[src/sv/dm3_pkg.sv]
package dm3_pkg;

  // Default store geometry
  localparam int MAX_WIDTH_DEF  = 256;
  localparam int MAX_HEIGHT_DEF = 256;

  localparam int DEPTH_W  = 16;
  localparam int COUNT_W  = 4;
  localparam int SIZE_W   = 9;
  localparam int COORD_W  = 8;
  localparam int WIN_TAPS = 9;

  // Config register file
  localparam int CFG_IDX_W  = 2;
  localparam int CFG_DATA_W = 16;

  localparam logic [CFG_IDX_W-1:0] CFG_FRAME_WIDTH  = 2'd0;
  localparam logic [CFG_IDX_W-1:0] CFG_FRAME_HEIGHT = 2'd1;
  localparam logic [CFG_IDX_W-1:0] CFG_DEPTH_LIMIT  = 2'd2;

  localparam logic [SIZE_W-1:0]  FRAME_WIDTH_RST  = 9'd256;
  localparam logic [SIZE_W-1:0]  FRAME_HEIGHT_RST = 9'd256;
  localparam logic [DEPTH_W-1:0] DEPTH_LIMIT_RST  = 16'd15000;

  // Operation codes
  localparam logic OP_WRITE = 1'b0;
  localparam logic OP_QUERY = 1'b1;

  typedef struct packed {
    logic                 op;
    logic [COORD_W-1:0]   col;
    logic [COORD_W-1:0]   row;
    logic [DEPTH_W-1:0]   depth_mm;
    logic                 sample_ok;
  } in_beat_t;

  typedef struct packed {
    logic [DEPTH_W-1:0] median_mm;
    logic [COUNT_W-1:0] valid_count;
    logic               usable;
  } out_beat_t;

  typedef enum logic [2:0] {
    ST_CLEAR,
    ST_IDLE,
    ST_READ,
    ST_SETTLE,
    ST_EMIT
  } seq_state_t;

  // Sequencer -> sorter control
  typedef struct packed {
    logic clr;   // start of a query, empty the sorted list
    logic ins;   // read data valid this cycle
    logic emit;  // list final, capture result
  } sort_ctrl_t;

endpackage

[src/sv/dm3_sorter.sv]
module dm3_sorter
  import dm3_pkg::*;
(
  input  logic               clk,
  input  logic               rst_n,
  input  sort_ctrl_t         ctrl,
  input  logic [DEPTH_W-1:0] rd_val,
  output logic [DEPTH_W-1:0] median,
  output logic [COUNT_W-1:0] count
);

  logic [DEPTH_W-1:0] s_r   [WIN_TAPS];
  logic [DEPTH_W-1:0] s_nxt [WIN_TAPS];
  logic [COUNT_W-1:0] n_r, n_nxt;
  logic [WIN_TAPS-1:0] keep;
  logic                take;

  // nonzero samples only
  assign take = ctrl.ins && (rd_val != '0);

  // sorted insertion: each slot keeps, takes the new value, or shifts up
  always_comb begin
    for (int i = 0; i < WIN_TAPS; i++) begin
      keep[i] = (COUNT_W'(i) < n_r) && (s_r[i] <= rd_val);
    end
    for (int i = 0; i < WIN_TAPS; i++) begin
      if (!take || keep[i]) begin
        s_nxt[i] = s_r[i];
      end else if (i == 0) begin
        s_nxt[i] = rd_val;
      end else if (keep[i-1]) begin
        s_nxt[i] = rd_val;
      end else begin
        s_nxt[i] = s_r[i-1];
      end
    end
    if (ctrl.clr) begin
      n_nxt = '0;
    end else if (take) begin
      n_nxt = n_r + COUNT_W'(1);
    end else begin
      n_nxt = n_r;
    end
  end

  always_ff @(posedge clk) begin
    if (!rst_n) begin
      n_r <= '0;
    end else begin
      n_r <= n_nxt;
    end
  end

  always_ff @(posedge clk) begin
    for (int i = 0; i < WIN_TAPS; i++) begin
      s_r[i] <= s_nxt[i];
    end
  end

  assign count  = n_r;
  assign median = (n_r == '0) ? '0 : s_r[{1'b0, n_r[COUNT_W-1:1]}];

endmodule

[config.mk]
export PLATFORM = sky130hd
export DESIGN_NAME = dm3_sorter
export DESIGN_NICKNAME = d
export VERILOG_FILES = /design/src/sv/dm3_pkg.sv /design/src/sv/dm3_sorter.sv
export SDC_FILE = /design/constraint.sdc
export NUM_CORES = 1
export LEC_CHECK = 0
export BUFFER_PORTS_ARGS = -buffer_cell sky130_fd_sc_hd__buf_2
export CAP_MARGIN = 40
export CORE_ASPECT_RATIO = 0.8
export CORE_MARGIN = 1.5
export CORE_UTILIZATION = 55
export DETAILED_ROUTE_END_ITERATION = 7
export PLACE_DENSITY = 0.72
export RECOVER_POWER = 25
export SKIP_CTS_REPAIR_TIMING = 1
export SYNTH_ARGS = -nofsm -noshare
export SYNTH_HDL_FRONTEND = slang
export SYNTH_SLANG_ARGS = --single-unit
[constraint.sdc]
create_clock -name clk -period 4.6 [get_ports clk]
set_input_delay 0.46 -clock clk [delete_from_list [all_inputs] [get_ports clk]]
set_output_delay 0.46 -clock clk [all_outputs]
set_load 0.01 [all_outputs]
==> results by group, run 1 <==
Logic synthesis
  – Syn_area_per_cell: 11.5 um^2
  – Synth cell types: 55
  – Flops & latches, synth: 135
  – Most common cell in the netlist: ha_1
  – Async set or reset register ratio after synthesis: 0%
  – Synth top area share: 38.4%
  – Top cells by count, synth: ha_1, edfxtp_1, nand2_1, mux2_2, a21oi_1
  – Synth Cell Area: 10,000 um^2
  – Sequential fraction of the synthesis area: 39.8%
  – Number of synthesized flops with an enable pin: 128
  – Syn Nets: 1,025
  – Ys flop type: edfxtp_1
  – Top cells by area, synth: edfxtp_1, ha_1, mux2_2, mux4_2, nand2_1
  – Leading area contributor after synthesis: edfxtp_1
  – Yosys warnings: 0
  – Syn Inst Count: 874

Die
  – Initial core utilization: 56.9%
  – Die height: 124 um
  – Die width: 154 um
  – # IOs: 41
  – Die ar.: 19,000 um^2
  – Core Box Area: 17,600 um^2
  – Placement Rows: 43

Critical path
  – CP bufs+invs: 3
  – Reg2reg end: s_r[5][11]
  – WP data arrival: 4.15 ns
  – Worst-path cell chain: clkbuf_1, inv_1, ha_1, nand4_1, nor4_1, o21ai_0, a31oi_1, buf_4, mux2_2
  – Number of stages on the worst setup path: 9
  – Largest delay contributor family on the critical path: buffers and inverters
  – Setup crit end kind: flip-flop
  – Reg2reg path depth: 7
  – CP max-delay cell: a31oi_1
  – CP max FO: 11
  – Startpoint types: input port
  – Setup crit start: rd_val[15]
  – Worst R2R Start: s_r[5][15]
  – Worst Path Required: 4.79 ns
  – Flop2flop setup slack: 1.20 ns
  – Largest stage delay on the critical path: 0.88 ns
  – WS Path Type: input port to flip-flop

Global route
  – Vias in the first global route: 7,765
  – Met3 Use GR: 6.65%
  – Busiest grt layer: met2
  – Pin count of the biggest net entering global routing: 33
  – Gr usage total: 32.0%
  – First-pass GRT wire length: 44.5 mm
  – Initial antenna violation count: 0
  – Met1 GRT Util: 44.0%
  – Met2 GRT Util: 49.9%
  – Global route overflow: 0

Detailed routing
  – Routed length per instance: 24.8 um
  – DRT iter0 DRCs: 741
  – Residual DRC: 0
  – DRT Wirelength: 28.9 mm
  – Vias post-DR: 7,931
  – Vias per cell: 6.83
  – Antenna-violating nets left: 0
  – DRT Pass-1 Iters: 6

Timing
  – Relative slew slack: 27.8%
  – Unrepaired setup endpoints after global routing: no
  – Max Fclk: 0.252 GHz
  – Final period utilization: 86.1%
  – Final Skew: 0.00953 ns
  – Final setup vio count: 0
  – Setup TNS: 0 ns
  – Worst slew pin tran: 1.08 ns
  – Endpoints failing hold: 0
  – Min Tclk post-route: 3.96 ns
  – Slew Limit Fails: 0

Final layout
  – N_diodes: 0
  – Area growth syn-to-layout: 9.83%
  – Ratio of cells with drive above 1 in the final layout: 18.5%
  – Fin nets: 1,075

Placed design
  – Placer Congestion: 0.893
  – Dpl hpwl: 21.2 mm
  – Port bufs: 39

Clock network
  – CTS tree: yes
  – H-tree levels: 4
  – Clock Latency Late Sink: 0.44 ns
  – Clock transition at path regs: 0.06 ns
  – Max Root-Sink Buffers: 2
  – Clk Tree Root Cell: clkbuf_16
  – Total CTS buffers: 17
  – # clock sinks: 135

Worst hold path
  – Hold depth: 3
  – WHS Endpoint: count[0]
  – Worst Hold Launch: rst_n
  – Hold Crit Class: input port to flip-flop

Run status
  – Outcome: finished clean

Pwr
  – Pwr dens: 299 nW/um^2
  – Worst VDD drop: 268 uV
  – Leak: 4.17 nW
  – Design Power: 3.29 mW

Flow run
  – Maxcap violations: 0
[layout by cell type (no fill, tap or decap), drive strengths merged, types with 3 or more instances in the layout]
| master | instances |
|---|---|
| mux4 | 32 |
| a21boi | 3 |
| buf | 41 |
| mux2i | 21 |
| o21ai | 49 |
| nor2 | 33 |
| nand2 | 75 |
| clkinv | 6 |
| a32oi | 16 |
| nor4 | 41 |
| clkinvlp | 4 |
| a21o | 8 |
| inv | 31 |
| clkbuf | 54 |
| or4 | 5 |
| ha | 130 |
| and2 | 5 |
| mux2 | 75 |
| nand4 | 22 |
| o211ai | 7 |
| o41a | 3 |
| edfxtp | 128 |
| nor2b | 8 |
| a21oi | 49 |
| nand3 | 3 |
| nor3b | 3 |
| a31oi | 18 |
| dfxtp | 7 |
| o211a | 3 |
| nor3 | 31 |
[worst min-delay path, cell delays in order]
cell      delay (ns)
buf_2           0.08
nand2b_1        0.11
nor2_1          0.11
[how the worst max path moves through the flow]
stage	to	slack (ns)
floorplan	s_r[3][0]	1.09
global placement	s_r[5][11]	0.74
detailed placement	s_r[5][10]	0.69
CTS	s_r[5][13]	1.16
global route	s_r[3][12]	0.56
finish	s_r[3][11]	0.64
[logic make-up (layout without fill, tap and decap cells)]
| kind of cell | Yosys count | after routing | share of synthesized area (%) |
|---|---|---|---|
| XOR/XNOR | 3 | 3 | 0.262 |
| AND/OR/NAND/NOR | 236 | 236 | 11.9 |
| flip-flops | 135 | 135 | 39.8 |
| multiplexers | 128 | 128 | 18.0 |
| AO/OA/AOI/OAI | 168 | 168 | 10.5 |
| buffers and inverters | 74 | 137 | 3.22 |
| adder cells (fa/ha/maj) | 130 | 130 | 16.2 |
[per-layer routing]
| metal | routed length [um] | part of all wire, % |
|---|---|---|
| met1 | 12300 | 43 |
| met5 | 0 | 0 |
| met4 | 969 | 3.4 |
| met3 | 2730 | 9.5 |
| met2 | 12800 | 44 |
[flip-flops by register name, indices dropped and copies added, names as in the netlist, named ones only]
register and cells:
count 4, s_r 128
[cell type report]
class	instances	area, um^2
inverters	30	113
multi-input cells	665	5670
fillers	1423	6590
clock buffers	20	437
repair buffers	75	410
clock inverters	12	105
flip-flops and latches	135	3980
well taps	225	282
[per-stage QoR]
step	hold WS, ns	std cells	utilization, %	area, um^2	worst slack (ns)
floorplan	0.559	874	-	10000	1.09
global placement	0.589	1129	60.0	10600	0.744
detailed placement	0.596	1130	60.1	10600	0.692
CTS	0.357	1162	63.2	11100	1.16
global route	0.393	1162	62.5	11000	0.561
finish	0.356	1162	62.5	11000	0.638
[report_power, final]
| part | internal [mW] | switching [mW] | total [mW] |
|---|---|---|---|
| clock network | 0.739 | 0.543 | 1.28 |
| registers | 1.44 | 0.0702 | 1.51 |
| logic | 0.203 | 0.298 | 0.500 |
| total | 2.38 | 0.911 | 3.29 |
Power figures use the tool's default switching activity.
==> run 2, diff against run 1 <==
Settings changed: ABC_AREA from default to 1.
==> results by group, run 2 <==
Logic synthesis
  – Syn Nets: 1,410 (+38%)
  – Syn Inst Count: 1,259 (+44%)
  – Async set or reset register ratio after synthesis: 0% (unchanged)
  – Number of synthesized flops with an enable pin: 128 (unchanged)
  – Top cells by area, synth: edfxtp_1, ha_1, nand2_1, nand3_1, nor2_1
  – Ys flop type: edfxtp_1
  – Synth top area share: 37.8% (-0.59 points)
  – Most common cell in the netlist: nand2_1
  – Synth Cell Area: 10,200 um^2 (+1.6%)
  – Flops & latches, synth: 135 (unchanged)
  – Sequential fraction of the synthesis area: 39.2% (-0.62 points)
  – Top cells by count, synth: nand2_1, nand3_1, ha_1, nor2_1, edfxtp_1
  – Leading area contributor after synthesis: edfxtp_1
  – Syn_area_per_cell: 8.08 um^2 (-29%)
  – Yosys warnings: 0 (unchanged)
  – Synth cell types: 32 (-42%)

Final layout
  – Largest register FFs: 128 (unchanged)
  – Final Util: 60.3% (-2.2 points)
  – Area growth syn-to-layout: 7.42%
  – Ratio of cells with drive above 1 in the final layout: 6.72% (-12 points)
  – N_diodes: 0 (unchanged)
  – Biggest register: s_r
  – Fin nets: 1,418 (+32%)
  – Commonest non-fill, non-tap cells in the layout: nand2_1, nand3_1, nor2_1
  – Commonest non-fill, non-tap cell in the layout: nand2_1
  – Fillers: 1,671 (+17%)

Clock network
  – CTS tree: yes
  – H-tree levels: 4 (unchanged)
  – Max Root-Sink Buffers: 2 (unchanged)
  – # clock sinks: 135 (unchanged)
  – Clock transition at path regs: 0.06 ns (about the same)
  – Total CTS buffers: 17 (unchanged)
  – Clock Latency Late Sink: 0.44 ns (about the same)
  – Clk Tree Root Cell: clkbuf_16

Critical path
  – Reg2reg path depth: 8 (+1)
  – WP data arrival: 3.75 ns (-0.40 ns)
  – Reg2reg end: s_r[3][9]
  – WS Path Type: input port to flip-flop
  – Largest stage delay on the critical path: 0.78 ns (-0.10 ns)
  – CP max-delay cell: clkbuf_1
  – CP dominant cell by count: nand2_1
  – Startpoint types: input port
  – Largest delay contributor family on the critical path: buffers and inverters
  – Worst-path cell chain: clkbuf_1, inv_1, ha_1, nand4_1, nor3_2, nand2_1, nand2_1, nand2_1, a21oi_1, clkbuf_1
  – Setup crit end kind: flip-flop
  – Flop2flop setup slack: 1.42 ns (+0.22 ns)
  – Worst R2R Start: s_r[3][9]
  – CP max FO: 18 (+7)
  – Worst Path Required: 4.65 ns (-0.14 ns)
  – Setup crit start: rd_val[9]
  – CP bufs+invs: 3 (unchanged)

Pwr
  – Leak: 5.06 nW (+21%)
  – Clk network pwr share: 41.1% (+2.1 points)
  – Comb power frac: 15.7% (+0.5 points)
  – P_sw: 1.00 mW (+10%)
  – Pwr dens: 318 nW/um^2 (+6.4%)
  – P_int: 2.47 mW (+3.9%)
  – Seq pwr share: 43.2% (-2.6 points)
  – Worst VDD drop: 272 uV (+1.6%)
  – Sw Ratio: 28.9% (+1.2 points)

Timing
  – Min Tclk post-route: 3.70 ns (-0.263 ns)
  – Max Fclk: 0.270 GHz (+7.1%)
  – Setup TNS: 0 ns (unchanged)
  – Final period utilization: 80.4% (-5.7 points)
  – Slew Limit Fails: 0 (unchanged)
  – Final setup vio count: 0 (unchanged)
  – Endpoints failing hold: 0 (unchanged)
  – Worst slew pin tran: 1.03 ns (-0.0497 ns)
  – Unrepaired setup endpoints after global routing: no
  – Relative slew slack: 31.4% (+3.6 points)
  – Final Skew: 0.00830 ns (-0.00123 ns)

Detailed routing
  – Top sig layer: met4
  – Residual DRC: 0 (unchanged)
  – DRT iter0 DRCs: 901 (+22%)
  – DRT Pass-1 Iters: 6 (unchanged)
  – Antenna-violating nets left: 0 (unchanged)
  – DRT Wirelength: 28.5 mm (-1.1%)
  – Routed met1 length: 12.5 mm (+1.2%)
  – Routed met2 length: 13.0 mm (+1.1%)
  – Vias post-DR: 9,068 (+14%)
  – Routed length per instance: 18.9 um (-24%)
  – Vias per cell: 6.01 (-12%)
  – Wire length on met3: 2.69 mm (-1.4%)

Global route
  – Global route overflow: 0 (unchanged)
  – Initial antenna violation count: 0 (unchanged)
  – Pin count of the biggest net entering global routing: 65 (+97%)
  – Vias in the first global route: 8,454 (+8.9%)
  – First-pass GRT wire length: 45.2 mm (+1.6%)
  – Gr usage total: 30.2% (-1.8 points)

Die
  – # IOs: 41 (unchanged)
  – Die ar.: 19,300 um^2 (+1.5%)
  – Initial core utilization: 56.2% (-0.76 points)
  – Placement Rows: 44 (+2.3%)
  – Die width: 155 um (+0.77%)
  – Core Box Area: 18,100 um^2 (+3.0%)
  – Die height: 125 um (+0.76%)

Worst hold path
  – WHS Endpoint: count[0]
  – Hold Crit Class: input port to flip-flop
  – Hold depth: 3 (unchanged)
  – Worst Hold Launch: ctrl[1]

Placed design
  – Port bufs: 39 (unchanged)
  – Dpl hpwl: 20.9 mm (-1.5%)
  – Placer Congestion: 0.872 (-2.3%)

Run status
  – Outcome: finished clean

Flow run
  – Maxcap violations: 0 (unchanged)
## run 2: worst max path at each step
stage	depth (start not counted)	slack (ns)	endpoint
global placement	11	1.20	s_r[0][8]
CTS	8	1.57	median[7]
global route	10	0.71	s_r[3][14]
finish	10	0.90	s_r[3][9]
detailed placement	12	1.51	s_r[0][8]
floorplan	12	1.38	s_r[0][0]
## run 2: cell families (layout without fill, tap and decap cells)
family | Yosys count | count (layout) | synth area share (%)
compound gates | 196 | 196 | 10.7
fa+ha+maj | 130 | 130 | 16.0
buf+inv | 130 | 151 | 6.24
simple gates | 666 | 666 | 27.8
xor+xnor | 2 | 2 | 0.172
flops | 135 | 135 | 39.2
## run 2: per-stage QoR
step                worst slack [ns]  std cells  total power [mW]  area [um^2]  hold slack, ns
floorplan                       1.38       1259              1.91        10200           0.513
global placement                1.20       1475              2.04        10300           0.502
detailed placement              1.51       1478              2.07        10400           0.519
CTS                             1.57       1510              3.47        11000           0.346
global route                   0.707       1510              3.61        10900           0.352
finish                         0.901       1510              3.48        10900           0.340
## run 2: metal layers
metal | vias to the layer above | global-route usage (%)
met5 | - | 0
met4 | 0 | 8.09
met3 | 39 | 4.45
met2 | 421 | 47.4
met1 | 4253 | 43.4
li1 | 4355 | -
## run 2: power by group through the flow
stage	Sequential (mW)	Clock, mW	Combinational, mW
after floorplan	1.50	0	0.405
after global placement	1.52	0	0.519
after detailed placement	1.53	0	0.543
after CTS	1.50	1.43	0.548
after global routing	1.51	1.48	0.623
final	1.50	1.43	0.547
## run 2: layout make-up
type / instances / area [um^2] / area share, %
clock inverter: 14 / 176 / 1.61
clock buffer: 18 / 429 / 3.93
tap: 230 / 288 / 2.63
timing repair buffer: 51 / 277 / 2.53
multi-input combinational: 994 / 5520 / 50.5
inverter: 68 / 255 / 2.34
sequential: 135 / 3990 / 36.5
## run 2: tightest hold or removal path, delay by kind of cell
family / cells / cell delay, ns
buffers and inverters: 1 / 0.12
and+or+nand+nor: 1 / 0.08
AOI/OAI and AO/OA: 1 / 0.06
