$ cat src/sv/dm3_pkg.sv
package dm3_pkg;

  // Default store geometry
  localparam int MAX_WIDTH_DEF  = 256;
  localparam int MAX_HEIGHT_DEF = 256;

  localparam int DEPTH_W  = 16;
  localparam int COUNT_W  = 4;
  localparam int SIZE_W   = 9;
  localparam int COORD_W  = 8;
  localparam int WIN_TAPS = 9;

  // Config register file
  localparam int CFG_IDX_W  = 2;
  localparam int CFG_DATA_W = 16;

  localparam logic [CFG_IDX_W-1:0] CFG_FRAME_WIDTH  = 2'd0;
  localparam logic [CFG_IDX_W-1:0] CFG_FRAME_HEIGHT = 2'd1;
  localparam logic [CFG_IDX_W-1:0] CFG_DEPTH_LIMIT  = 2'd2;

  localparam logic [SIZE_W-1:0]  FRAME_WIDTH_RST  = 9'd256;
  localparam logic [SIZE_W-1:0]  FRAME_HEIGHT_RST = 9'd256;
  localparam logic [DEPTH_W-1:0] DEPTH_LIMIT_RST  = 16'd15000;

  // Operation codes
  localparam logic OP_WRITE = 1'b0;
  localparam logic OP_QUERY = 1'b1;

  typedef struct packed {
    logic                 op;
    logic [COORD_W-1:0]   col;
    logic [COORD_W-1:0]   row;
    logic [DEPTH_W-1:0]   depth_mm;
    logic                 sample_ok;
  } in_beat_t;

  typedef struct packed {
    logic [DEPTH_W-1:0] median_mm;
    logic [COUNT_W-1:0] valid_count;
    logic               usable;
  } out_beat_t;

  typedef enum logic [2:0] {
    ST_CLEAR,
    ST_IDLE,
    ST_READ,
    ST_SETTLE,
    ST_EMIT
  } seq_state_t;

  // Sequencer -> sorter control
  typedef struct packed {
    logic clr;   // start of a query, empty the sorted list
    logic ins;   // read data valid this cycle
    logic emit;  // list final, capture result
  } sort_ctrl_t;

endpackage

$ cat src/sv/dm3_seq.sv
module dm3_seq
  import dm3_pkg::*;
#(
  parameter int MAX_WIDTH  = MAX_WIDTH_DEF,
  parameter int MAX_HEIGHT = MAX_HEIGHT_DEF,
  localparam int CW = $clog2(MAX_WIDTH),
  localparam int RW = $clog2(MAX_HEIGHT),
  localparam int AW = CW + RW
) (
  input  logic               clk,
  input  logic               rst_n,
  input  logic               start,
  input  in_beat_t           in_beat,
  input  logic [SIZE_W-1:0]  frame_width,
  input  logic [SIZE_W-1:0]  frame_height,
  output logic               busy,
  output logic               ram_en,
  output logic               ram_we,
  output logic [AW-1:0]      ram_addr,
  output logic [DEPTH_W-1:0] ram_wdata,
  output sort_ctrl_t         sort_ctrl
);

  localparam logic [AW-1:0] LAST_ADDR = AW'((MAX_HEIGHT << CW) - 1);

  seq_state_t state_r, state_nxt;
  logic [AW-1:0]     clr_addr_r, clr_addr_nxt;
  logic [1:0]        csel_r, csel_nxt, rsel_r, rsel_nxt;
  logic              rd_pend_r, rd_pend_nxt;
  logic [SIZE_W-1:0] c_r [3];
  logic [SIZE_W-1:0] r_r [3];
  logic [SIZE_W-1:0] c_q [3];
  logic [SIZE_W-1:0] r_q [3];
  logic [SIZE_W-1:0] w_use, h_use, c_cen, r_cen, c_pick, r_pick;
  logic              accept, in_store;

  function automatic logic [SIZE_W-1:0] size_use(logic [SIZE_W-1:0] sz, int cap);
    logic [SIZE_W-1:0] res;
    if (sz == '0) begin
      res = SIZE_W'(1);
    end else if (int'(sz) > cap) begin
      res = SIZE_W'(cap);
    end else begin
      res = sz;
    end
    return res;
  endfunction

  function automatic logic [SIZE_W-1:0] clamp_ctr(logic [SIZE_W-1:0] v, logic [SIZE_W-1:0] n);
    return (v > n - SIZE_W'(1)) ? n - SIZE_W'(1) : v;
  endfunction

  function automatic logic [SIZE_W-1:0] pick3(logic [SIZE_W-1:0] a, logic [SIZE_W-1:0] b,
                                              logic [SIZE_W-1:0] c, logic [1:0] sel);
    logic [SIZE_W-1:0] res;
    unique case (sel)
      2'd0:    res = a;
      2'd1:    res = b;
      default: res = c;
    endcase
    return res;
  endfunction

  // window coordinates, edge pixels repeated
  always_comb begin
    w_use  = size_use(frame_width, MAX_WIDTH);
    h_use  = size_use(frame_height, MAX_HEIGHT);
    c_cen  = clamp_ctr({1'b0, in_beat.col}, w_use);
    r_cen  = clamp_ctr({1'b0, in_beat.row}, h_use);
    c_q[0] = (c_cen == '0) ? '0 : c_cen - SIZE_W'(1);
    c_q[1] = c_cen;
    c_q[2] = (c_cen + SIZE_W'(1) >= w_use) ? w_use - SIZE_W'(1) : c_cen + SIZE_W'(1);
    r_q[0] = (r_cen == '0) ? '0 : r_cen - SIZE_W'(1);
    r_q[1] = r_cen;
    r_q[2] = (r_cen + SIZE_W'(1) >= h_use) ? h_use - SIZE_W'(1) : r_cen + SIZE_W'(1);
  end

  assign accept   = start && !busy;
  assign in_store = (int'(in_beat.col) < MAX_WIDTH) && (int'(in_beat.row) < MAX_HEIGHT);
  assign c_pick   = pick3(c_r[0], c_r[1], c_r[2], csel_r);
  assign r_pick   = pick3(r_r[0], r_r[1], r_r[2], rsel_r);

  always_comb begin
    state_nxt      = state_r;
    clr_addr_nxt   = clr_addr_r;
    csel_nxt       = csel_r;
    rsel_nxt       = rsel_r;
    rd_pend_nxt    = 1'b0;
    busy           = 1'b1;
    ram_en         = 1'b0;
    ram_we         = 1'b0;
    ram_addr       = {RW'(r_pick), CW'(c_pick)};
    ram_wdata      = '0;
    sort_ctrl      = '0;
    sort_ctrl.ins  = rd_pend_r;

    unique case (state_r)
      ST_CLEAR: begin
        ram_en   = 1'b1;
        ram_we   = 1'b1;
        ram_addr = clr_addr_r;
        if (clr_addr_r == LAST_ADDR) begin
          state_nxt = ST_IDLE;
        end else begin
          clr_addr_nxt = clr_addr_r + AW'(1);
        end
      end
      ST_IDLE: begin
        busy = 1'b0;
        if (accept) begin
          if (in_beat.op == OP_QUERY) begin
            state_nxt     = ST_READ;
            csel_nxt      = '0;
            rsel_nxt      = '0;
            sort_ctrl.clr = 1'b1;
          end else if (in_store) begin
            ram_en    = 1'b1;
            ram_we    = 1'b1;
            ram_addr  = {RW'(in_beat.row), CW'(in_beat.col)};
            ram_wdata = in_beat.sample_ok ? in_beat.depth_mm : '0;
          end
        end
      end
      ST_READ: begin
        ram_en      = 1'b1;
        rd_pend_nxt = 1'b1;
        if (rsel_r == 2'd2) begin
          rsel_nxt = '0;
          if (csel_r == 2'd2) begin
            state_nxt = ST_SETTLE;
          end else begin
            csel_nxt = csel_r + 2'd1;
          end
        end else begin
          rsel_nxt = rsel_r + 2'd1;
        end
      end
      ST_SETTLE: begin
        state_nxt = ST_EMIT;
      end
      ST_EMIT: begin
        sort_ctrl.emit = 1'b1;
        state_nxt      = ST_IDLE;
      end
      default: begin
        state_nxt = ST_IDLE;
      end
    endcase
  end

  always_ff @(posedge clk) begin
    if (!rst_n) begin
      state_r    <= ST_CLEAR;
      clr_addr_r <= '0;
      csel_r     <= '0;
      rsel_r     <= '0;
      rd_pend_r  <= 1'b0;
    end else begin
      state_r    <= state_nxt;
      clr_addr_r <= clr_addr_nxt;
      csel_r     <= csel_nxt;
      rsel_r     <= rsel_nxt;
      rd_pend_r  <= rd_pend_nxt;
    end
  end

  always_ff @(posedge clk) begin
    if (accept && in_beat.op == OP_QUERY) begin
      for (int i = 0; i < 3; i++) begin
        c_r[i] <= c_q[i];
        r_r[i] <= r_q[i];
      end
    end
  end

endmodule
$ cat config.mk
export PLATFORM = sky130hd
export DESIGN_NAME = dm3_seq
export DESIGN_NICKNAME = d
export VERILOG_FILES = /design/src/sv/dm3_pkg.sv /design/src/sv/dm3_seq.sv
export SDC_FILE = /design/constraint.sdc
export NUM_CORES = 1
export LEC_CHECK = 0
export BUFFER_PORTS_ARGS = -buffer_cell sky130_fd_sc_hd__buf_2
export CAP_MARGIN = 25
export CORE_MARGIN = 1
export CORE_UTILIZATION = 55
export CTS_CLUSTER_SIZE = 10
export DETAILED_ROUTE_END_ITERATION = 8
export GPL_ROUTABILITY_DRIVEN = 0
export MAX_ROUTING_LAYER = met4
export PLACE_DENSITY = 0.78
export SLEW_MARGIN = 20
export SYNTH_ARGS = -nofsm -noshare
export SYNTH_HDL_FRONTEND = slang
export SYNTH_SLANG_ARGS = --single-unit
$ cat constraint.sdc
create_clock -name clk -period 8.65 [get_ports clk]
set_clock_uncertainty 0.15 [all_clocks]
set_input_delay 0.865 -clock clk [delete_from_list [all_inputs] [get_ports clk]]
set_output_delay 0.865 -clock clk [all_outputs]
set_load 0.1 [all_outputs]
==> results by group, run 1 <==
CTS
  • Clk Latency, worst-skew pair: approximately 0.35 ns
  • Max clock buf depth: 2
  • Total CTS buffers: 9
  • Post-CTS sizing: 0
  • Postcts setup bufs: 0
  • H-tree levels: 3
  • Clk root buf: clkbuf_8
  • Num Clock Sinks: between 70 and 80
  • Cts hold-fix bufs: 0
  • CTS tree: done
  • Clk slew on worst S/H paths: about 0.080 ns

Floorplan
  • I/O Pins: 93
  • Std-Cell Rows: 37
  • Die ar.: roughly 0.011 mm2
  • Die height: ~110 um
  • Starting density of the core: roughly 57%
  • Die width: between 100 and 150 um
  • Core footprint: approximately 0.010 mm2

Timing
  • Final period util: 90.1%
  • Hold Slack: 0.372 ns
  • Final min period: ~7.8 ns
  • Endpoints failing setup: 0
  • Fin Setup TNS: 0 ns
  • Slew @ Worst Pin: about 0.66 ns
  • Final max-slew violation count: 0
  • Fmax: 128 MHz
  • Worst slew margin: between 50% and 60%
  • Final hold vios: 0
  • RSZ-0062 raised after global routing: false

Setup path
  • Startpoint types: input port
  • Worst path max stage delay: between 0.4 and 0.5 ns
  • Worst-case reg-to-reg path depth: 6
  • Crit Path Max Fanout: 36
  • Worst path bufs/invs: 3
  • Instance count on the critical path: 28
  • CP arrival: 7.86 ns
  • Worst EP required: about 8.7 ns
  • Setup CP Type: input port to flip-flop
  • Most used cell, CP: ha_1
  • CP Capture Type: flip-flop
  • Top Family by Delay on Critical Path: simple AND/OR/NAND/NOR gates
  • CP max-delay cell: nor4_2

Place
  • Cell Area, Placed: about 0.0065 mm2
  • Detailed Place HPWL: 11,500 um
  • IO Port Bufs: between 90 and 100

GRT
  • Most Crowded Layer GR: met2
  • GRT Residual Overflow: 0
  • Largest net degree at the start of global routing: 50
  • Vias in the first global route: 5,067
  • Grt met2 use: about 45%
  • First-pass GRT wire length: about 24,000 um
  • Global routing usage on met3: 4.90%
  • Initial antenna violation count: 0
  • All-Layer GR Usage: about 28%
  • Met1 Track Usage GR: between 30% and 40%

Status
  • Status: complete, no violations

Routing
  • First-pass DRT Iterations: 6
  • Post-DR wirelength/cell: 16.7 um
  • DR DRC count: 0
  • Avg Vias per Cell: roughly 6
  • Antenna Nets Post-Route: 0
  • DR vias: approximately 5,500
  • WL final: around 15,000 um
  • Initial DRC count: 448

Hold path
  • HP Class: flip-flop to flip-flop
  • Worst Hold Depth: 2

Yosys
  • Dominant cells by area after synthesis: edfxtp_1 24%, ha_1 9.5%, dfxtp_1 8.1%
  • Synth Register Bits: 72
  • Number of flops mapped to enable cells by yosys: 48
  • Sequential share of the synthesized area: 32.3%
  • Mapped Area: just under 0.006 mm2
  • Synthesized area per cell: 8.66 um2
  • Area share of the largest cell type after synthesis: 24.3%
  • Most frequent cells after synthesis: 58 x nor2_1, 50 x a21oi_1, 48 x edfxtp_1, 47 x nand2_1, 45 x ha_1
  • Syn. warnings: 0
  • Top-count cell post-synth: nor2_1
  • Mapped Cells: 686
  • Top FF cell, synth: edfxtp_1
  • Post-synthesis cell type count: 63
  • Top cell type by total area after synthesis: edfxtp_1
  • Fraction of registers with async set/reset: 0%
  • Post-Syn Nets: 786

Power and ir drop
  • Switch Pwr: slightly below 300 uW
  • Reg power frac: 40.4%
  • Clk pwr share: around a third
  • Maximum VDD drop: 0.0670 mV
  • P per Cell Area: between 100 and 150 mW/mm2
  • Final Power: slightly above 900 uW
  • Combinational Power Share: 27.6%
  • LEAKAGE: 0.00290 uW
  • Sw frac: a little under a third
  • Internal cell power: 646 uW

Final layout
  • Final nets: ~860
  • Diode count: 0
  • Fillers: 870
  • Layout cells sized above 1: 18.3%
  • Area growth syn-to-layout: 13.2%
  • Final instance area: approximately 0.0067 mm2

Run
  • Max Cap Viol: 0
## sequential cells by signal, indices dropped and copies added (netlist names)
name	flops
clr_addr_r	16
csel_r	2
c_r	24
r_r	24
state_r	3
rd_pend_r	1
rsel_r	2
## power by group through the flow
| stage | Clock, uW | Combinational, uW | Sequential, uW |
|---|---|---|---|
| floorplan | 0 | 185 | 385 |
| global placement | 0 | 244 | 386 |
| detailed placement | 0 | 254 | 386 |
| CTS | 303 | 255 | 378 |
| global route | 316 | 286 | 378 |
| finish | 298 | 258 | 378 |
## layer usage
| metal | wire length [um] | vias up |
|---|---|---|
| met4 | 298 | 0 |
| li1 | - | 2670 |
| met2 | 7080 | 249 |
| met5 | 0 | - |
| met3 | 1130 | 31 |
| met1 | 6600 | 2546 |
## worst min-delay path: stages (launching register included)
cell and delay, ns:
dfxtp_1 0.33, o21ai_0 0.07, a21boi_0 0.07
## kinds of logic after synthesis
family / count (synthesis) / synth area share, %
AO/OA/AOI/OAI: 166 / 17.8
XOR/XNOR: 37 / 5.45
adder cells (fa/ha/maj): 45 / 9.48
buffers and inverters: 72 / 4.80
flip-flops: 72 / 32.3
multiplexers: 44 / 7.81
AND/OR/NAND/NOR: 250 / 22.3
## final cells by class
class / instances / area [um2] / share of cell area, %
inverters: 42 / 158 / 2.34
well taps: 136 / 170 / 2.53
clock buffers: 13 / 180 / 2.68
flip-flops and latches: 72 / 1920 / 28.6
multi-input cells: 542 / 3750 / 55.8
repair buffers: 97 / 498 / 7.40
clock inverters: 3 / 45.0 / 0.670
## metrics by stage
step           setup slack, ns  utilization [%]  std cells
2_1_floorplan             1.69                -        686
3_5_place_dp             0.591             62.4        889
3_3_place_gp             0.939             62.4        889
4_1_cts                  0.955             64.6        905
5_1_grt                  0.110             64.6        905
6_report                 0.858             64.6        905
## path summary, 6_finish.rpt
check,start,endpoint,slack [ns]
worst max register to register,state_r[0],clr_addr_r[13],5.86
worst min-delay path,clr_addr_r[10],clr_addr_r[10],0.37
worst min register to register,clr_addr_r[10],clr_addr_r[10],0.37
worst max-delay path,frame_width[4],c_r[0][25],0.86
## cells in the final DEF (no fill, tap or decap), drive strengths merged, types with 5 or more instances in the layout
cell type and count:
buf 97, nor2 58, a21oi 52, edfxtp 48, nand2 47, ha 45
inv 42, o21ai 39, mux2i 31, xnor2 24, dfxtp 24, and3 22
nor2b 20, nand3 18, nor3 16, nand4 15, xor2 13, mux2 13
clkbuf 13, and2 12, a21o 10, nand2b 10, a22oi 10, nor4 10
o22ai 9, a22o 9, or3 9, a21boi 5
Note: power is estimated with default switching activity, not from simulation.
==> inputs of run 2 (changes only) <==
BUFFER_PORTS_ARGS = unset   (was -buffer_cell sky130_fd_sc_hd__buf_2)
DONT_BUFFER_PORTS = 1   (was unset)
PLACE_DENSITY = 0.7   (was 0.78)
==> run 2 against run 1 <==
Against the previous run:
- sequential power about the same
- utilization decreased by 1.3 points
- global-route usage increased by 0.086 points
- largest cell class unchanged
- largest power group unchanged
- flip-flop and latch count unchanged
- final cell count decreased by 9.0%
==> results by group, run 2 (synthesis results as in run 1) <==
Status
  • Status: complete, no violations

GRT
  • Vias in the first global route: 4,987 (-1.6%)
  • Initial antenna violation count: 0 (unchanged)
  • Largest net degree at the start of global routing: 50 (unchanged)
  • All-Layer GR Usage: 28.5% (+0.086 points)
  • First-pass GRT wire length: 24,400 um (+0.12%)
  • GRT Residual Overflow: 0 (unchanged)

CTS
  • Max clock buf depth: 2 (unchanged)
  • CTS tree: done
  • Total CTS buffers: 9 (unchanged)
  • Clk root buf: clkbuf_8
  • Cts hold-fix bufs: 0 (unchanged)
  • Num Clock Sinks: 72 (unchanged)
  • Postcts setup bufs: 0 (unchanged)
  • Clk Latency, worst-skew pair: 0.35 ns (about the same)
  • Post-CTS sizing: 0 (unchanged)
  • Clk slew on worst S/H paths: 0.07 ns (about the same)
  • H-tree levels: 3 (unchanged)

Routing
  • First-pass DRT Iterations: 6 (unchanged)
  • Antenna Nets Post-Route: 0 (unchanged)
  • Initial DRC count: 413 (-7.8%)
  • Post-DR wirelength/cell: 18.2 um (+8.8%)
  • WL final: 15,000 um (-0.98%)
  • Avg Vias per Cell: 6.24 (+2.7%)
  • DR vias: 5,141 (-6.5%)
  • DR DRC count: 0 (unchanged)

Timing
  • Final period util: 88.7% (-1.3 points)
  • Fmax: 130 MHz (+1.5%)
  • Worst slew margin: 25.5% (-30 points)
  • Final min period: 7.68 ns (-0.115 ns)
  • RSZ-0062 raised after global routing: false
  • Fin Setup TNS: 0 ns (unchanged)
  • Final hold vios: 0 (unchanged)
  • Final max-slew violation count: 0 (unchanged)
  • Endpoints failing setup: 0 (unchanged)
  • Slew @ Worst Pin: 1.12 ns (+0.464 ns)

Place
  • IO Port Bufs: 0 (-100%)
  • Detailed Place HPWL: 11,600 um (+0.97%)
  • Placed Cells incl. Taps: 808 (-9.1%)

Setup path
  • CP Capture Type: flip-flop
  • Crit Path Max Fanout: 36 (unchanged)
  • CP arrival: 7.61 ns (-0.25 ns)
  • Worst path max stage delay: 0.46 ns (-0.02 ns)
  • Startpoint types: input port
  • CP max-delay cell: a21oi_1
  • Most used cell, CP: ha_1
  • Worst EP required: 8.58 ns (-0.14 ns)
  • Reg2reg setup slack: 5.62 ns (-0.24 ns)
  • Setup CP Type: input port to flip-flop

Power and ir drop
  • Internal cell power: 575 uW (-11%)
  • Clk pwr share: 26.9% (-5.0 points)
  • P per Cell Area: 127 mW/mm2 (-8.6%)
  • LEAKAGE: 0.00261 uW (-10%)
  • Final Power: 836 uW (-11%)
  • Maximum VDD drop: 0.0762 mV (+14%)
  • Switch Pwr: 261 uW (-9.4%)
  • Sw frac: 31.2% (+0.39 points)
  • Combinational Power Share: 27.9% (+0.3 points)
  • Reg power frac: 45.2% (+4.8 points)

Final layout
  • Area growth syn-to-layout: 10.8%
  • Core Util, Final: 63.2% (-1.3 points)
  • Final Non-Filler Cells: 824 (-9.0%)
  • Commonest cells after routing, fill and taps aside: 56 x nor2_1, 49 x a21oi_1, 48 x edfxtp_1
  • Most common cell after layout, fill and taps aside: nor2_1
  • Layout cells sized above 1: 11.2% (-7.1 points)
  • Diode count: 0 (unchanged)
  • Largest regs: c_r x24, r_r x24, clr_addr_r x16
  • Final nets: 783 (-9.4%)

Floorplan
  • Core footprint: 0.0104 mm2 (unchanged)
  • I/O Pins: 93 (unchanged)
  • Die ar.: 0.0112 mm2 (unchanged)
  • Starting density of the core: 57.0% (unchanged)
  • Die width: 106 um (unchanged)
  • Die height: 106 um (unchanged)
  • Std-Cell Rows: 37 (unchanged)

Run
  • Max Cap Viol: 0 (unchanged)

Hold path
  • HP Class: flip-flop to flip-flop
run 2: cell count changes in the layout (fill, tap and decap cells not counted), moves of 3 or more:
cell	delta
buf_2	-92
o22ai_2	+8
o21ai_2	+8
o22ai_1	-8
buf_8	+3
o21ai_0	-8
buf_16	+8
clkbuf_1	+3
run 2: area by class of cell:
type / count / area, um2
well taps: 136 / 170
flip-flops and latches: 72 / 1920
inverters: 42 / 158
fillers: 875 / 3830
clock inverters: 3 / 18.8
multi-input cells: 542 / 3860
repair buffers: 16 / 320
clock buffers: 13 / 139
run 2: routing by layer:
| layer | wire, um | part of all wire, % | vias up | track usage [%] |
|---|---|---|---|---|
| met1 | 6700 | 45 | 2411 | 36.0 |
| met4 | 316 | 2.1 | 0 | 10.7 |
| met5 | 0 | 0 | - | - |
| met2 | 6970 | 47 | 195 | 45.2 |
| li1 | - | - | 2505 | - |
| met3 | 976 | 6.5 | 30 | 5.70 |
run 2: final timing paths:
check                               startpoint        endpoint  cells after the start
worst max register to register      state_r[0]       rsel_r[1]                      7
worst max-delay path            frame_width[4]      c_r[0][23]                     27
worst min-delay path            clr_addr_r[15]  clr_addr_r[15]                      2
worst min register to register  clr_addr_r[15]  clr_addr_r[15]                      2
run 2: through the flow:
stage	setup WS, ns	hold slack (ns)	cell area (um2)
2_1_floorplan	1.69	0.322	5940
3_3_place_gp	1.11	0.346	6160
3_5_place_dp	0.680	0.381	6430
4_1_cts	1.05	0.389	6590
5_1_grt	0.131	0.404	6590
6_report	0.973	0.389	6590
run 2: power groups by stage:
stage	Sequential (uW)	Clock [uW]	Combinational, uW
global placement	386	0	220
CTS	378	232	231
global route	378	244	259
floorplan	385	0	185
detailed placement	386	0	229
finish	378	225	233
run 2: critical path: cells and delay by family:
kind                       cells  cell delay, ns
buffers and inverters          2            0.46
AOI/OAI and AO/OA              9            2.01
adders and majority gates      4            1.28
and+or+nand+nor               10            2.44
xor gates and xnor gates       2            0.52
==> inputs of run 3 (changes only) <==
clock period = 7.93 ns   (was 8.65 ns; I/O delays follow)
==> run 3 against run 2 <==
Against the previous run:
- die area stayed put
- worst hold slack better by 0.0076 ns
- via count is 0.60% higher
- design area is 0.85% higher
- flip-flop and latch count stayed put
- register-to-register slack worse by 0.76 ns
- clock power is 23% higher
- critical path type unchanged
==> results by group, run 3 (synthesis results as in run 1) <==
Status
  • Status: complete, no violations

Final layout
  • Final nets: 788 (+0.64%)
  • Area growth syn-to-layout: 11.8%
  • Core Util, Final: 63.8% (+0.54 points)
  • Layout cells sized above 1: 12.0% (+0.80 points)
  • Commonest cells after routing, fill and taps aside: 56 x nor2_1, 49 x a21oi_1, 48 x edfxtp_1
  • Most common cell after layout, fill and taps aside: nor2_1
  • Largest regs: c_r x24, r_r x24, clr_addr_r x16
  • Diode count: 0 (unchanged)
  • Final instance area: 0.00664 mm2 (+0.85%)

Floorplan
  • Die height: 106 um (unchanged)
  • Die width: 106 um (unchanged)
  • Core footprint: 0.0104 mm2 (unchanged)
  • Std-Cell Rows: 37 (unchanged)
  • I/O Pins: 93 (unchanged)
  • Starting density of the core: 57.0% (unchanged)
  • Die ar.: 0.0112 mm2 (unchanged)

Timing
  • Slew @ Worst Pin: 1.12 ns (-0.00229 ns)
  • RSZ-0062 raised after global routing: false
  • Worst slew margin: 25.6% (+0.15 points)
  • Final period util: roughly 92%
  • Fin Setup TNS: 0 ns (unchanged)
  • Worst setup margin: 0.611 ns (-0.362 ns)
  • Endpoints failing setup: 0 (unchanged)
  • Final hold vios: 0 (unchanged)
  • Final max-slew violation count: 0 (unchanged)
  • Fmax: roughly 140 MHz
  • Final min period: 7.32 ns

GRT
  • All-Layer GR Usage: 29.5% (+0.97 points)
  • First-pass GRT wire length: 25,100 um (+3.2%)
  • Vias in the first global route: 5,114 (+2.5%)
  • Largest net degree at the start of global routing: 50 (unchanged)
  • GRT Residual Overflow: 0 (unchanged)
  • Initial antenna violation count: 0 (unchanged)

Routing
  • DR vias: 5,172 (+0.60%)
  • Avg Vias per Cell: 6.25 (+0.12%)
  • First-pass DRT Iterations: 5 (-1)
  • Initial DRC count: 407 (-1.5%)
  • WL final: 15,400 um (+3.1%)
  • DR DRC count: 0 (unchanged)
  • Post-DR wirelength/cell: 18.6 um (+2.7%)
  • Antenna Nets Post-Route: 0 (unchanged)

Setup path
  • Worst EP required: 7.87 ns (-0.71 ns)
  • Crit Path Max Fanout: 14 (-61%)
  • CP Capture Type: flip-flop
  • Reg-to-Reg Start: state_r[0]
  • Worst r2r dst: rsel_r[1]
  • CP arrival: 7.26 ns (-0.35 ns)
  • Reg2reg setup slack: 4.86 ns (-0.76 ns)
  • Setup CP Type: input port to flip-flop
  • Startpoint types: input port
  • Worst-case reg-to-reg path depth: 7 (unchanged)

Hold path
  • Worst Hold Endpoint: clr_addr_r[13]
  • Worst Hold Depth: 2 (unchanged)
  • Min-Delay Startpoint: clr_addr_r[13]
  • HP Class: flip-flop to flip-flop

Place
  • IO Port Bufs: 0 (unchanged)
  • Worst slack, placed: 0.376 ns (-0.304 ns)
  • Cell Area, Placed: 0.00647 mm2 (+0.58%)
  • Detailed Place HPWL: 11,700 um (+1.2%)

Power and ir drop
  • P per Cell Area: 143 mW/mm2 (+13%)
  • LEAKAGE: 0.00265 uW (+1.4%)
  • Maximum VDD drop: 0.0830 mV (+9.0%)

CTS
  • Num Clock Sinks: 72 (unchanged)
  • CTS tree: done
  • Clk root buf: clkbuf_8
  • Max clock buf depth: 2 (unchanged)
  • Postcts setup bufs: 0 (unchanged)
  • H-tree levels: 3 (unchanged)
  • Cts hold-fix bufs: 0 (unchanged)
  • Clk slew on worst S/H paths: 0.08 ns (about the same)
  • Post-CTS sizing: 0 (unchanged)
  • Total CTS buffers: 9 (unchanged)
  • Clk Latency, worst-skew pair: 0.36 ns (about the same)

Run
  • Max Cap Viol: 0 (unchanged)
==> run 3: per-layer routing <==
metal	vias to the layer above	share of wire (%)	global-route usage [%]	wire length (um)
met4	0	1.5	9.33	230
met3	18	6.3	5.58	968
met5	-	0	-	0
li1	2505	-	-	-
met1	2441	45	38.0	6970
met2	208	47	46.9	7260
==> run 3: critical path: stages <==
cell and delay (ns):
nor4_2 0.48, a21oi_1 0.13, nor2_1 0.41, inv_1 0.16
ha_1 0.29, o21ai_0 0.13, xor2_1 0.37, clkinv_1 0.32
ha_1 0.43, nand4_1 0.14, nor4_1 0.45, nor3_4 0.08
nand3_4 0.20, nor2_1 0.07, a21oi_1 0.11, buf_4 0.16
ha_1 0.21, nand3_1 0.12, nor3_1 0.31, xnor2_1 0.16
nor2_1 0.06, a21oi_1 0.21, ha_1 0.29, a2111oi_0 0.35
o21ai_0 0.15, o21a_1 0.31, a41oi_1 0.25, o22ai_1 0.10
==> run 3: metrics by stage <==
step | std cells | power (uW) | hold WS [ns]
2_1_floorplan | 686 | 621 | 0.322
3_3_place_gp | 802 | 665 | 0.346
3_5_place_dp | 813 | 676 | 0.371
4_1_cts | 828 | 951 | 0.383
5_1_grt | 828 | 998 | 0.384
6_report | 828 | 950 | 0.397
==> run 3: layout make-up <==
| cell class | count | area (um2) |
|---|---|---|
| Multi-Input combinational cell | 542 | 3860 |
| Tap cell | 136 | 170 |
| Fill cell | 887 | 3770 |
| Clock inverter | 5 | 48.8 |
| Clock buffer | 10 | 128 |
| Sequential cell | 72 | 1920 |
| Timing Repair Buffer | 21 | 358 |
| Inverter | 42 | 158 |
==> run 3: how the worst max path moves through the flow <==
stage / start / end / slack, ns / depth (start not counted)
6_report: frame_width[4] / c_r[0][23] / 0.61 / 28
2_1_floorplan: frame_width[4] / c_r[0][23] / 1.04 / 29
3_5_place_dp: frame_width[4] / c_r[0][23] / 0.38 / 28
5_1_grt: frame_width[4] / c_r[0][23] / 0.1 / 28
3_3_place_gp: frame_width[4] / c_r[0][23] / 0.78 / 28
4_1_cts: frame_width[4] / c_r[0][23] / 0.76 / 28
==> run 3: where the power goes <==
group / leakage [uW] / switching, uW / total (uW) / internal, uW
combinational: 0.00193 / 154 / 261 / 107
sequential: 0.000625 / 1.84 / 412 / 410
clock: 0.0000933 / 135 / 276 / 141
total: 0.00265 / 292 / 950 / 659
